<file path="src/sv/rc_channel_normalizer_assert.svh">
// ----------------------------------------------------------------------------
// RC channel normalizer assertion macros
// Shared concurrent assertion forms used by the normalizer RTL.
// ----------------------------------------------------------------------------
`ifndef RC_CHANNEL_NORMALIZER_ASSERT_SVH
`define RC_CHANNEL_NORMALIZER_ASSERT_SVH

// The condition must hold at every clock edge outside reset.
`define RCN_ASSERT_ALWAYS(label, clk, rst_n, cond, msg) \
    label: assert property (@(posedge clk) disable iff (!rst_n) (cond)) \
        else $error(msg);

// The consequent must hold in the same cycle as the antecedent.
`define RCN_ASSERT_IMPLY(label, clk, rst_n, ante, cons, msg) \
    label: assert property (@(posedge clk) disable iff (!rst_n) (ante) |-> (cons)) \
        else $error(msg);

`endif

</file>
<file path="src/sv/rcn_pkg.sv">
// ----------------------------------------------------------------------------
// RC channel normalizer package
// Widths, reset values, register indexes and shared types.
// ----------------------------------------------------------------------------
`default_nettype none

package rcn_pkg;

    localparam int RCN_RAW_W         = 16;
    localparam int RCN_POS_W         = 16;
    localparam int RCN_ADDR_W        = 3;
    localparam int RCN_FRACTION_BITS = 15;

    localparam logic [RCN_RAW_W-1:0] RCN_MIN_RESET  = 16'd1000;
    localparam logic [RCN_RAW_W-1:0] RCN_MAX_RESET  = 16'd2000;
    localparam logic [RCN_RAW_W-1:0] RCN_TRIM_RESET = 16'd1500;
    localparam logic [RCN_RAW_W-1:0] RCN_DEAD_RESET = 16'd0;

    typedef enum logic [RCN_ADDR_W-1:0] {
        REG_MIN     = 3'd0,
        REG_MAX     = 3'd1,
        REG_TRIM    = 3'd2,
        REG_DEAD    = 3'd3,
        REG_REVERSE = 3'd4
    } rcn_reg_t;

    typedef enum logic [1:0] {
        SW_OFF = 2'd0,
        SW_MID = 2'd1,
        SW_ON  = 2'd2
    } rcn_switch_t;

    typedef struct packed {
        logic        neg;
        rcn_switch_t sw;
        logic        cal_ok;
    } rcn_side_t;

endpackage

`default_nettype wire

</file>
<file path="src/sv/rcn_div_stage.sv">
// ----------------------------------------------------------------------------
// RC channel normalizer divider stage
// One registered restoring-division step that produces one quotient bit.
// ----------------------------------------------------------------------------
`default_nettype none

module rcn_div_stage
    import rcn_pkg::*;
#(
    parameter int FRACTION_BITS = RCN_FRACTION_BITS
) (
    input  wire logic                                aclk,
    input  wire logic                                aresetn,
    input  wire logic                                in_valid,
    output logic                                     in_ready,
    input  wire logic [RCN_RAW_W+FRACTION_BITS-1:0]  in_word,
    input  wire logic [RCN_RAW_W-1:0]                in_den,
    input  wire rcn_side_t                           in_side,
    output logic                                     out_valid,
    input  wire logic                                out_ready,
    output logic [RCN_RAW_W+FRACTION_BITS-1:0]       out_word,
    output logic [RCN_RAW_W-1:0]                     out_den,
    output rcn_side_t                                out_side
);

    localparam int DW = RCN_RAW_W + FRACTION_BITS;

    logic              valid_reg;
    logic [DW-1:0]     word_reg;
    logic [DW-1:0]     word_next;
    logic [RCN_RAW_W-1:0] den_reg;
    rcn_side_t         side_reg;

    logic [RCN_RAW_W:0]   trial;
    logic [RCN_RAW_W:0]   diff;
    logic                 ge;
    logic [RCN_RAW_W-1:0] rem_next;

    // The upper bits hold the partial remainder, the lower bits the dividend
    // bits still to come followed by the quotient bits already found.
    always_comb begin
        trial     = in_word[DW-1:FRACTION_BITS-1];
        diff      = trial - {1'b0, in_den};
        ge        = trial >= {1'b0, in_den};
        rem_next  = ge ? diff[RCN_RAW_W-1:0] : trial[RCN_RAW_W-1:0];
        word_next = {rem_next, in_word[FRACTION_BITS-2:0], ge};
    end

    assign in_ready = !valid_reg || out_ready;

    always_ff @(posedge aclk) begin
        if (!aresetn) begin
            valid_reg <= 1'b0;
        end else if (in_ready) begin
            valid_reg <= in_valid;
        end
    end

    always_ff @(posedge aclk) begin
        if (in_ready && in_valid) begin
            word_reg <= word_next;
            den_reg  <= in_den;
            side_reg <= in_side;
        end
    end

    assign out_valid = valid_reg;
    assign out_word  = word_reg;
    assign out_den   = den_reg;
    assign out_side  = side_reg;

endmodule

`default_nettype wire

</file>
<file path="src/sv/rc_channel_normalizer.sv">
// ----------------------------------------------------------------------------
// RC channel normalizer
// Turns a raw pulse value into a Q1.15 stick position with dead zone,
// a three-way switch position and a calibration flag.
// ----------------------------------------------------------------------------
// The block accepts one raw value per clock cycle while the output side does
// not stall, and returns one result per input, in order. An input register is
// followed by three stages that compute the band limits, select and clamp the
// numerator and denominator, and form the dividend; a chain of FRACTION_BITS
// restoring-division stages then yields one quotient bit each, and a last
// stage applies the sign into the output register. Empty stages fill while
// the output waits, so input transfers continue until the pipeline is full.
// Configuration must be written only while no item is in flight; the block
// itself does not enforce this.
`default_nettype none

`include "rc_channel_normalizer_assert.svh"

module rc_channel_normalizer
    import rcn_pkg::*;
#(
    parameter int FRACTION_BITS = RCN_FRACTION_BITS
) (
    input  wire logic                   aclk,
    input  wire logic                   aresetn,
    input  wire logic                   s_tvalid,
    output logic                        s_tready,
    // [15:0] raw_value
    input  wire logic [15:0]            s_tdata,
    output logic                        m_tvalid,
    input  wire logic                   m_tready,
    // [15:0] position, [17:16] switch_state, [18] calibration_ok,
    // [23:19] zero
    output logic [23:0]                 m_tdata,
    input  wire logic                   cfg_wr_en,
    input  wire logic [RCN_ADDR_W-1:0]  cfg_addr,
    input  wire logic [15:0]            cfg_wdata
);

    localparam int RW = RCN_RAW_W;
    localparam int DW = RCN_RAW_W + FRACTION_BITS;

    // Configuration registers.
    logic [RW-1:0] min_reg;
    logic [RW-1:0] max_reg;
    logic [RW-1:0] trim_reg;
    logic [RW-1:0] dead_reg;
    logic          reverse_reg;

    always_ff @(posedge aclk) begin
        if (!aresetn) begin
            min_reg     <= RCN_MIN_RESET;
            max_reg     <= RCN_MAX_RESET;
            trim_reg    <= RCN_TRIM_RESET;
            dead_reg    <= RCN_DEAD_RESET;
            reverse_reg <= 1'b0;
        end else if (cfg_wr_en) begin
            case (cfg_addr)
                REG_MIN:     min_reg     <= cfg_wdata;
                REG_MAX:     max_reg     <= cfg_wdata;
                REG_TRIM:    trim_reg    <= cfg_wdata;
                REG_DEAD:    dead_reg    <= cfg_wdata;
                REG_REVERSE: reverse_reg <= cfg_wdata[0];
                default: ;
            endcase
        end
    end

    // Pipeline handshake signals.
    logic v1_reg, v2_reg, v3_reg, v4_reg;
    logic r1, r2, r3, r4;
    logic div_in_ready;
    logic out_ready;

    // Stage 1: input register.
    logic [RW-1:0] raw1_reg;

    assign r1       = !v1_reg || r2;
    assign s_tready = r1;

    always_ff @(posedge aclk) begin
        if (!aresetn) begin
            v1_reg <= 1'b0;
        end else if (r1) begin
            v1_reg <= s_tvalid;
        end
    end

    always_ff @(posedge aclk) begin
        if (r1 && s_tvalid) begin
            raw1_reg <= s_tdata;
        end
    end

    // Stage 2: band limits, side selection and candidate differences.
    logic signed [RW+1:0] lo_c;
    logic signed [RW+1:0] raw_s;
    logic signed [RW+1:0] min_s;
    logic [RW:0]          hi_c;
    logic                 lower_c;
    logic                 upper_c;
    logic                 cal_c;
    logic [RW-1:0]        lnum_c, lden_c, unum_c, uden_c;

    logic          lower2_reg, upper2_reg, cal2_reg;
    logic [RW-1:0] lnum2_reg, lden2_reg, unum2_reg, uden2_reg;

    always_comb begin
        raw_s   = $signed({2'b00, raw1_reg});
        min_s   = $signed({2'b00, min_reg});
        lo_c    = $signed({2'b00, trim_reg}) - $signed({2'b00, dead_reg});
        hi_c    = {1'b0, trim_reg} + {1'b0, dead_reg};
        cal_c   = (min_reg < trim_reg) && (trim_reg < max_reg);
        lower_c = (raw_s < lo_c) && (lo_c > min_s);
        upper_c = ({1'b0, raw1_reg} > hi_c) && ({1'b0, max_reg} > hi_c);
        lnum_c  = RW'(lo_c - raw_s);
        lden_c  = RW'(lo_c - min_s);
        unum_c  = RW'({1'b0, raw1_reg} - hi_c);
        uden_c  = RW'({1'b0, max_reg} - hi_c);
    end

    assign r2 = !v2_reg || r3;

    always_ff @(posedge aclk) begin
        if (!aresetn) begin
            v2_reg <= 1'b0;
        end else if (r2) begin
            v2_reg <= v1_reg;
        end
    end

    always_ff @(posedge aclk) begin
        if (r2 && v1_reg) begin
            lower2_reg <= cal_c && lower_c;
            upper2_reg <= cal_c && !lower_c && upper_c;
            cal2_reg   <= cal_c;
            lnum2_reg  <= lnum_c;
            lden2_reg  <= lden_c;
            unum2_reg  <= unum_c;
            uden2_reg  <= uden_c;
        end
    end

    // Stage 3: numerator and denominator, clamp, switch decision.
    logic [RW-1:0] num_c, den_c, numc_c;
    logic          half_c;
    rcn_side_t     side_c;

    logic [RW-1:0] num3_reg, den3_reg;
    rcn_side_t     side3_reg;

    always_comb begin
        if (lower2_reg) begin
            num_c = lnum2_reg;
            den_c = lden2_reg;
        end else if (upper2_reg) begin
            num_c = unum2_reg;
            den_c = uden2_reg;
        end else begin
            num_c = '0;
            den_c = RW'(1);
        end
        numc_c        = (num_c > den_c) ? den_c : num_c;
        half_c        = {num_c, 1'b0} > {1'b0, den_c};
        side_c.neg    = lower2_reg ^ reverse_reg;
        side_c.cal_ok = cal2_reg;
        if (half_c) begin
            side_c.sw = side_c.neg ? SW_OFF : SW_ON;
        end else begin
            side_c.sw = SW_MID;
        end
    end

    assign r3 = !v3_reg || r4;

    always_ff @(posedge aclk) begin
        if (!aresetn) begin
            v3_reg <= 1'b0;
        end else if (r3) begin
            v3_reg <= v2_reg;
        end
    end

    always_ff @(posedge aclk) begin
        if (r3 && v2_reg) begin
            num3_reg  <= numc_c;
            den3_reg  <= den_c;
            side3_reg <= side_c;
        end
    end

    // Stage 4: dividend num * (2^FRACTION_BITS - 1).
    logic [DW-1:0] dvd4_reg;
    logic [RW-1:0] num4_reg;
    logic [RW-1:0] den4_reg;
    rcn_side_t     side4_reg;

    assign r4 = !v4_reg || div_in_ready;

    always_ff @(posedge aclk) begin
        if (!aresetn) begin
            v4_reg <= 1'b0;
        end else if (r4) begin
            v4_reg <= v3_reg;
        end
    end

    always_ff @(posedge aclk) begin
        if (r4 && v3_reg) begin
            dvd4_reg  <= {num3_reg, {FRACTION_BITS{1'b0}}} - DW'(num3_reg);
            num4_reg  <= num3_reg;
            den4_reg  <= den3_reg;
            side4_reg <= side3_reg;
        end
    end

    // Divider chain: one quotient bit per stage.
    logic          dv_valid [0:FRACTION_BITS];
    logic          dv_ready [0:FRACTION_BITS];
    logic [DW-1:0] dv_word  [0:FRACTION_BITS];
    logic [RW-1:0] dv_den   [0:FRACTION_BITS];
    rcn_side_t     dv_side  [0:FRACTION_BITS];

    assign dv_valid[0] = v4_reg;
    assign dv_word[0]  = dvd4_reg;
    assign dv_den[0]   = den4_reg;
    assign dv_side[0]  = side4_reg;
    assign div_in_ready = dv_ready[0];
    assign dv_ready[FRACTION_BITS] = out_ready;

    for (genvar i = 0; i < FRACTION_BITS; i++) begin : g_div
        rcn_div_stage #(
            .FRACTION_BITS (FRACTION_BITS)
        ) u_stage (
            .aclk      (aclk),
            .aresetn   (aresetn),
            .in_valid  (dv_valid[i]),
            .in_ready  (dv_ready[i]),
            .in_word   (dv_word[i]),
            .in_den    (dv_den[i]),
            .in_side   (dv_side[i]),
            .out_valid (dv_valid[i+1]),
            .out_ready (dv_ready[i+1]),
            .out_word  (dv_word[i+1]),
            .out_den   (dv_den[i+1]),
            .out_side  (dv_side[i+1])
        );
    end

    // Output stage: sign and result register.
    logic [RCN_POS_W-1:0] mag_c;
    logic [RCN_POS_W-1:0] pos_c;
    logic                 out_valid_reg;
    logic [RCN_POS_W-1:0] out_pos_reg;
    rcn_switch_t          out_sw_reg;
    logic                 out_cal_reg;
    rcn_side_t            last_side;
    logic [RW-1:0]        last_rem;

    assign last_side = dv_side[FRACTION_BITS];
    assign last_rem  = dv_word[FRACTION_BITS][DW-1:FRACTION_BITS];

    always_comb begin
        mag_c = RCN_POS_W'(dv_word[FRACTION_BITS][FRACTION_BITS-1:0]);
        pos_c = last_side.neg ? RCN_POS_W'(-mag_c) : mag_c;
    end

    assign out_ready = !out_valid_reg || m_tready;

    always_ff @(posedge aclk) begin
        if (!aresetn) begin
            out_valid_reg <= 1'b0;
        end else if (out_ready) begin
            out_valid_reg <= dv_valid[FRACTION_BITS];
        end
    end

    always_ff @(posedge aclk) begin
        if (out_ready && dv_valid[FRACTION_BITS]) begin
            out_pos_reg <= pos_c;
            out_sw_reg  <= last_side.sw;
            out_cal_reg <= last_side.cal_ok;
        end
    end

    assign m_tvalid = out_valid_reg;
    assign m_tdata  = {5'b0, out_cal_reg, out_sw_reg, out_pos_reg};

    `RCN_ASSERT_IMPLY(a_bad_cal_neutral, aclk, aresetn, out_valid_reg && !out_cal_reg, out_pos_reg == '0 && out_sw_reg == SW_MID, "bad calibration must give a neutral result")
    `RCN_ASSERT_IMPLY(a_num_clamped, aclk, aresetn, v4_reg, num4_reg <= den4_reg && den4_reg != '0, "numerator must be clamped to a nonzero denominator")
    `RCN_ASSERT_IMPLY(a_rem_below_den, aclk, aresetn, dv_valid[FRACTION_BITS], last_rem < dv_den[FRACTION_BITS], "final remainder must be below the denominator")

endmodule

`default_nettype wire

</file>
<file path="config.mk">
export PLATFORM = sky130hd
export DESIGN_NAME = rc_channel_normalizer
export DESIGN_NICKNAME = d
export VERILOG_FILES = /design/src/sv/rcn_pkg.sv /design/src/sv/rcn_div_stage.sv /design/src/sv/rc_channel_normalizer.sv
export VERILOG_INCLUDE_DIRS = /design/src /design/src/sv
export SDC_FILE = /design/constraint.sdc
export NUM_CORES = 2
export LEC_CHECK = 0
export BUFFER_PORTS_ARGS = -buffer_cell sky130_fd_sc_hd__buf_2
export CAP_MARGIN = 10
export CORE_MARGIN = 2
export CORE_UTILIZATION = 35
export DETAILED_ROUTE_END_ITERATION = 8
export RECOVER_POWER = 50
export REMOVE_ABC_BUFFERS = 1
export SLEW_MARGIN = 20
export SYNTH_ARGS = -nofsm -noshare
export SYNTH_HDL_FRONTEND = slang
export SYNTH_SLANG_ARGS = --single-unit
</file>
<file path="constraint.sdc">
create_clock -name aclk -period 10.95 [get_ports aclk]
set_input_delay 0.5475 -clock aclk [delete_from_list [all_inputs] [get_ports aclk]]
set_output_delay 0.5475 -clock aclk [all_outputs]
set_load 0.01 [all_outputs]
</file>
After elaboration in Yosys (flattened, before gate mapping)
Index checks and enable logic that the tools add are counted.
{ "totals": {"reg_bits": 1007, "in_bits": 40, "out_inout_bits": 26, "elab_cells": 265} }
{ "classes": {"n_addsub": 22, "magnitude_cmp": 23, "n_eq_ne": 4, "n_mux": 21, "bitwise": 1, "n_reduce_logical": 73} }
{ "op_table": {"columns": ["operator", "n"], "rows": [
  ["two-way mux 16 bit", 19],
  ["subtractor 16 bit", 18],
  [">= comparator 17 x 16 -> 1 bit", 15],
  ["> comparator 16 x 17 -> 1 bit", 2],
  ["less-than comparator 16 bit", 2],
  ["subtractor 31 x 16 -> 31 bit", 1],
  ["logical AND 1 bit", 26],
  ["logical NOT 1 bit", 21],
  ["logical OR 1 bit", 20],
  ["adder 16 x 16 -> 17 bit", 1],
  ["> comparator 17 x 16 -> 1 bit", 1],
  ["> comparator 17 bit", 1],
  ["less-than comparator 17 bit", 1],
  ["subtractor 16 x 16 -> 17 bit", 1],
  ["> comparator 16 bit", 1],
  ["negator 15 -> 16 bit", 1],
  ["two-way mux 15 bit", 1],
  ["AND reduction 2 bit", 5],
  ["== test 3 x 2 -> 1 bit (second input constant)", 2],
  ["== test 3 x 1 -> 1 bit (second input constant)", 1],
  ["== test 3 bit (second input constant)", 1],
  ["logical NOT 3 bit", 1],
  ["two-way mux 2 bit", 1],
  ["bitwise XOR 1 bit", 1]
]} }

Logic depth before layout (Yosys ltp)
{ "depth": {"depth_word": 22, "ltp_mapped": 20, "mapped_depth_nobuf": 19} }

Modules after synthesis
Synthesis repeated with hierarchy kept, for this count alone.
{ "unflattened": {"hier_cells": 4752, "area_unflattened_um2": 57697.8} }
{ "modules_own_cells": {"columns": ["mod", "instances", "cells_each", "area_per_inst_um2", "seq_area_each_um2"], "rows": [
  ["rcn_div_stage at g_div[0].u_stage ...", 14, 209, 2766.4, 1551.5],
  ["rc_channel_normalizer", 1, 1619, 16258.1, 7076.8],
  ["rcn_div_stage at g_div[6].u_stage", 1, 207, 2710.1, 1551.5]
]} }

Worst setup path after synthesis
OpenSTA, ideal clock, no wires.
{ "synth_timing": {"path_type": "input to register", "startpoint": "input m_tready", "endpoint": "register g_div[5].u_stage.den_reg[0], enable pin", "setup_time_ns": 0.538, "t_arrival_ns": 5.407, "required_ns": 10.412, "path_slack_ns": 5.005, "cell_stages": 7, "n_path_buf": 1, "path_cell_list": "and4b_1 > and3_1 > clkbuf_1 > and3_1 > and2_1 > and3_1 > a21boi_0"} }
{ "synth_between": {"elab_chain_len": 12} }
{ "synth_lines": {"columns": ["item", "line", "rtl"], "rows": [
  ["start, declared", "rc_channel_normalizer.sv:31", "input wire logic m_tready,"],
  ["logical OR 1 bit", "rc_channel_normalizer.sv:268", "assign out_ready = !out_valid_reg || m_tready;"],
  ["logical OR 1 bit (10 in a row)", "rcn_div_stage.sv:49", "assign in_ready = !valid_reg || out_ready;"],
  ["logical AND 1 bit", "rcn_div_stage.sv:60", "if (in_ready && in_valid) begin"],
  ["end signal, assigned", "rcn_div_stage.sv:62", "den_reg <= in_den;"],
  ["end, declared", "rcn_div_stage.sv:31", "logic [RCN_RAW_W-1:0] den_reg;"]
]} }
Every way passes these cells.
A chain may end at the register's enable or synchronous reset.

Worst setup path in the final report
{ "layout_timing": {"startpoint": "register lower2_reg", "endpoint": "register num3_reg[14] (data pin)"} }
{ "layout_between": {"elab_chain_len": 3, "word_cells_on_any_way": 4, "classes_between": "order compare: 1; mux: 3"} }
{ "layout_lines": {"columns": ["item", "line", "rtl"], "rows": [
  ["start, declared", "rc_channel_normalizer.sv:105", "logic lower2_reg, upper2_reg, cal2_reg;"],
  ["start signal, assigned", "rc_channel_normalizer.sv:134", "lower2_reg <= cal_c && lower_c;"],
  ["two-way mux 16 bit", "rc_channel_normalizer.sv:153", "if (lower2_reg) begin"],
  ["> comparator 16 bit", "rc_channel_normalizer.sv:163", "numc_c = (num_c > den_c) ? den_c : num_c;"],
  ["two-way mux 16 bit *", "rc_channel_normalizer.sv:163", null],
  ["via numc_c[14]", "rc_channel_normalizer.sv:145", "logic [RW-1:0] num_c, den_c, numc_c;"],
  ["end signal, assigned", "rc_channel_normalizer.sv:186", "num3_reg <= numc_c;"],
  ["end, declared", "rc_channel_normalizer.sv:149", "logic [RW-1:0] num3_reg, den3_reg;"]
]} }
The timed path passes the listed nets; every way through them passes the cells marked *.

==> metrics <==
Cell Count Post-Placement between 6000 and 7000; Die Span X 391.9 um; sequential fraction of the synthesis area 0.5580; Clock Skews approximately 36 ps; Slew Viols, Final slightly below 400; combinational power share 0.076; CTS root buf clkbuf_16; mapped cell area approximately 53000 um2; CTS Buf Count between 100 and 150; flops & latches, synth ~1000; hold_sp cfg_wdata[6]; mux contribution to synthesized area 0.04699; DR vias/cell between 4 and 5; final instance area ~59000 um2; Post-synth top flop edfxtp_1; CTS tree built; failing checks capacitance limit, slew limit; max FFs per register between 400 and 500; Post-Synth Simple-Gate Area 0.08871; Synth Warn # 0; setup TNS 0 ps; Startpoint Class register; post-route ant nets 0; share of synthesized registers carrying an async set or reset 0; worst-path cell chain clkbuf_1 -> nor2b_2 -> clkbuf_1 -> a22oi_1 -> ha_1 -> nor2b_1 -> o21a_1 -> o21a_1 -> o211ai_1 -> a21boi_0 -> o21ai_0 -> a211oi_2 -> buf_4 -> mux2_2; gpl congestion 0.8867; Hold Violations, Final 0; grt ovf 0; dpl hpwl 84.58 mm; initial antenna violation count 4; WP data arrival 5560 ps; first-pass GRT wire length around 180 mm; Fin Hold WS 92.60 ps; Worst Hold Endpoint min_reg[6]; switching share of power 0.2284; PD cells 144.4 nW/um2; Yosys cell types 78; largest family of logic cells by synthesized area compound AO/OA/AOI/OAI gates; Clk pwr share 0.423; drt total wl roughly 110 mm; max_cap viols 8; Ports 66; commonest cells after routing, fill and taps aside 922 x edfxtp_1, 472 x inv_1, 413 x ha_1, 234 x nand2_1, 227 x a21oi_1; f_max between 150 and 200 MHz; all-layer global routing usage 0.1450; internal power between 6 and 7 mW; grt met1 use 0.1690; Initial Utilization 0.3520; most common cell after layout, fill and taps aside edfxtp_1; r2r worst-path depth 14; worst skew pair latency 730 ps; hold path cells 3; Top Usage Layer GRT met2; Sw Pwr just under 2 mW; synth-to-layout area growth 12.31%; DR iter-0 viols approximately 1700; dpl cell area approximately 56000 um2; Post-route DRC 0; status finished with violations; Setup CP Type reg -> reg; Slew HR -1.280; Worst Tran Pin Value approximately 3400 ps; Clock Sinks between 1000 and 1500; complex-gate fraction of the synthesized area 0.1163; non-filler cells, final 6562; CP required roughly 11000 ps; final worst path period need just over 5000 ps; Die Ht ~400 um; Pleak approximately 22 nW; RSZ-0062 raised after global routing no; layout cells sized above 1 0.1019; GR Util met3 0.02023; DR WL/cell 16.96 um; Reg clk slew, reported paths ~70 ps; vias post-DR around 32000; core area approximately 150000 um2; Final Cycle Share 0.4665; die area 153600 um2; number of synthesized flops with an enable pin a little over 900; CP Capture Type register; Post-Synth XOR/XNOR Area 0.04324; Reg-to-Reg Start lower2_reg; Hold Path Class in -> reg; largest fanout on the critical path 30; std cell rows roughly 140; Worst path slowest cell clkbuf_1; r2r setup slk 5840 ps; reg-to-reg endpoint num3_reg[14]; VDD IR max about 0.13 mV; Synth Instances roughly 4300; Setup-failing EPs final 0; maximum root-to-sink buffer count 3; grt met2 use 0.2674; synthesized area per cell approximately 12 um2; Critical Path Max Stage Delay between 1000 and 1500 ps; CTS resizes 0; vias in the first global route approximately 32000; H-tree depth 3; Pre-antenna DRT Iters 5; Final nets 4934; I/O Buffers 60; largest net degree at the start of global routing between 80 and 90; Post-Synth Adder-Cell Area 0.1059; sequential share of power 0.501
-- routing by layer --
layer  share of wire  wire, um  up-vias
met5               0         0        -
met4           0.035      3879        0
met3           0.029      3204      187
met2            0.52     57700      478
met1            0.42     46480    15600
li1                -         -    16180
-- per-stage QoR --
step                  util  setup WS [ps]  power [mW]
detailed placement  0.3712           6357       5.006
CTS                 0.3959           6331       8.654
global route        0.3954           5404       8.875
floorplan                -           5081       4.801
global placement    0.3710           6447       4.998
finish              0.3954           5842       8.541
-- final cells by class --
cell class	instances	area [um2]
clock inverters	63	753.2
flip-flops and latches	1007	29390
diodes	2	5.005
fillers	14320	90450
repair buffers	109	653.1
clock buffers	128	2776
multi-input cells	2764	21270
inverters	473	1775
well taps	2016	2522
-- power by group through the flow --
stage          Clock [mW]  Combinational (mW)  Sequential [mW]
2_1_floorplan           0               0.459             4.34
3_3_place_gp            0               0.631             4.37
3_5_place_dp            0               0.641             4.36
4_1_cts              3.72               0.650             4.28
5_1_grt              3.87               0.718             4.28
6_report             3.61               0.649             4.28
-- how the worst max path moves through the flow --
stage          slack [ps]                          end        start  depth (start not counted)
3_3_place_gp         6450                lnum2_reg[15]  trim_reg[0]                         16
3_5_place_dp         6360                lnum2_reg[15]  trim_reg[0]                         16
6_report             5840                 num3_reg[14]   lower2_reg                         14
5_1_grt              5400                  num3_reg[9]   lower2_reg                         14
2_1_floorplan        5080  g_div[5].u_stage.out_den[0]     m_tready                          6
4_1_cts              6330                lnum2_reg[15]  trim_reg[0]                         16
-- critical path, delay by kind of cell, from the launching register on --
| kind | cells | cell delay (ps) |
|---|---|---|
| mux | 1 | 370 |
| flops | 1 | 610 |
| buf+inv | 3 | 1830 |
| fa+ha+maj | 1 | 460 |
| simple gates | 2 | 320 |
| compound gates | 7 | 1190 |
-- cell usage after synthesis (7+ instances only) --
cell	n	area (um2)
ha_1	413	5167
a22o_1	15	131.4
o21ai_0	109	545.5
nand3b_1	7	52.55
a31oi_1	18	112.6
inv_1	472	1772
a21oi_1	228	1141
a22oi_1	15	112.6
a221oi_1	9	78.83
nor2_1	212	795.8
mux2_2	186	2095
a211oi_1	46	345.3
nor2b_1	80	500.5
o21bai_1	19	142.6
buf_4	12	90.09
o31a_1	21	183.9
a21o_1	94	705.7
o31ai_2	7	87.58
and2_1	7	43.79
nor3b_1	11	82.58
nand2_1	234	878.3
clkbuf_1	56	210.2
nand3_1	68	340.3
fa_1	20	400.4
nand2b_1	28	175.2
buf_2	13	65.06
o31ai_1	36	270.3
xnor2_1	212	1857
or2_2	26	162.7
o211ai_1	61	457.9
xor2_1	48	420.4
edfxtp_1	922	27690
o21a_1	75	563.0
mux2i_1	38	380.4
o41ai_1	17	148.9
nor4_1	40	250.2
nand4_1	48	300.3
a21boi_0	77	578.1
nor3_1	83	415.4
and3_1	31	193.9
dfxtp_1	85	1702
or3_1	32	200.2
-- kinds of logic after synthesis --
family	Yosys count
compound gates	906
xor+xnor	260
fa+ha+maj	434
buf+inv	555
flops	1007
mux	224
other cells	1
simple gates	935
-- timing repair --
item / CTS / global route
hold buffers: 16 / 0
endpoints found under the hold margin: 16 / 0
buffers inserted: 0 / 0
No activity file was read; power rests on OpenSTA's default activity.
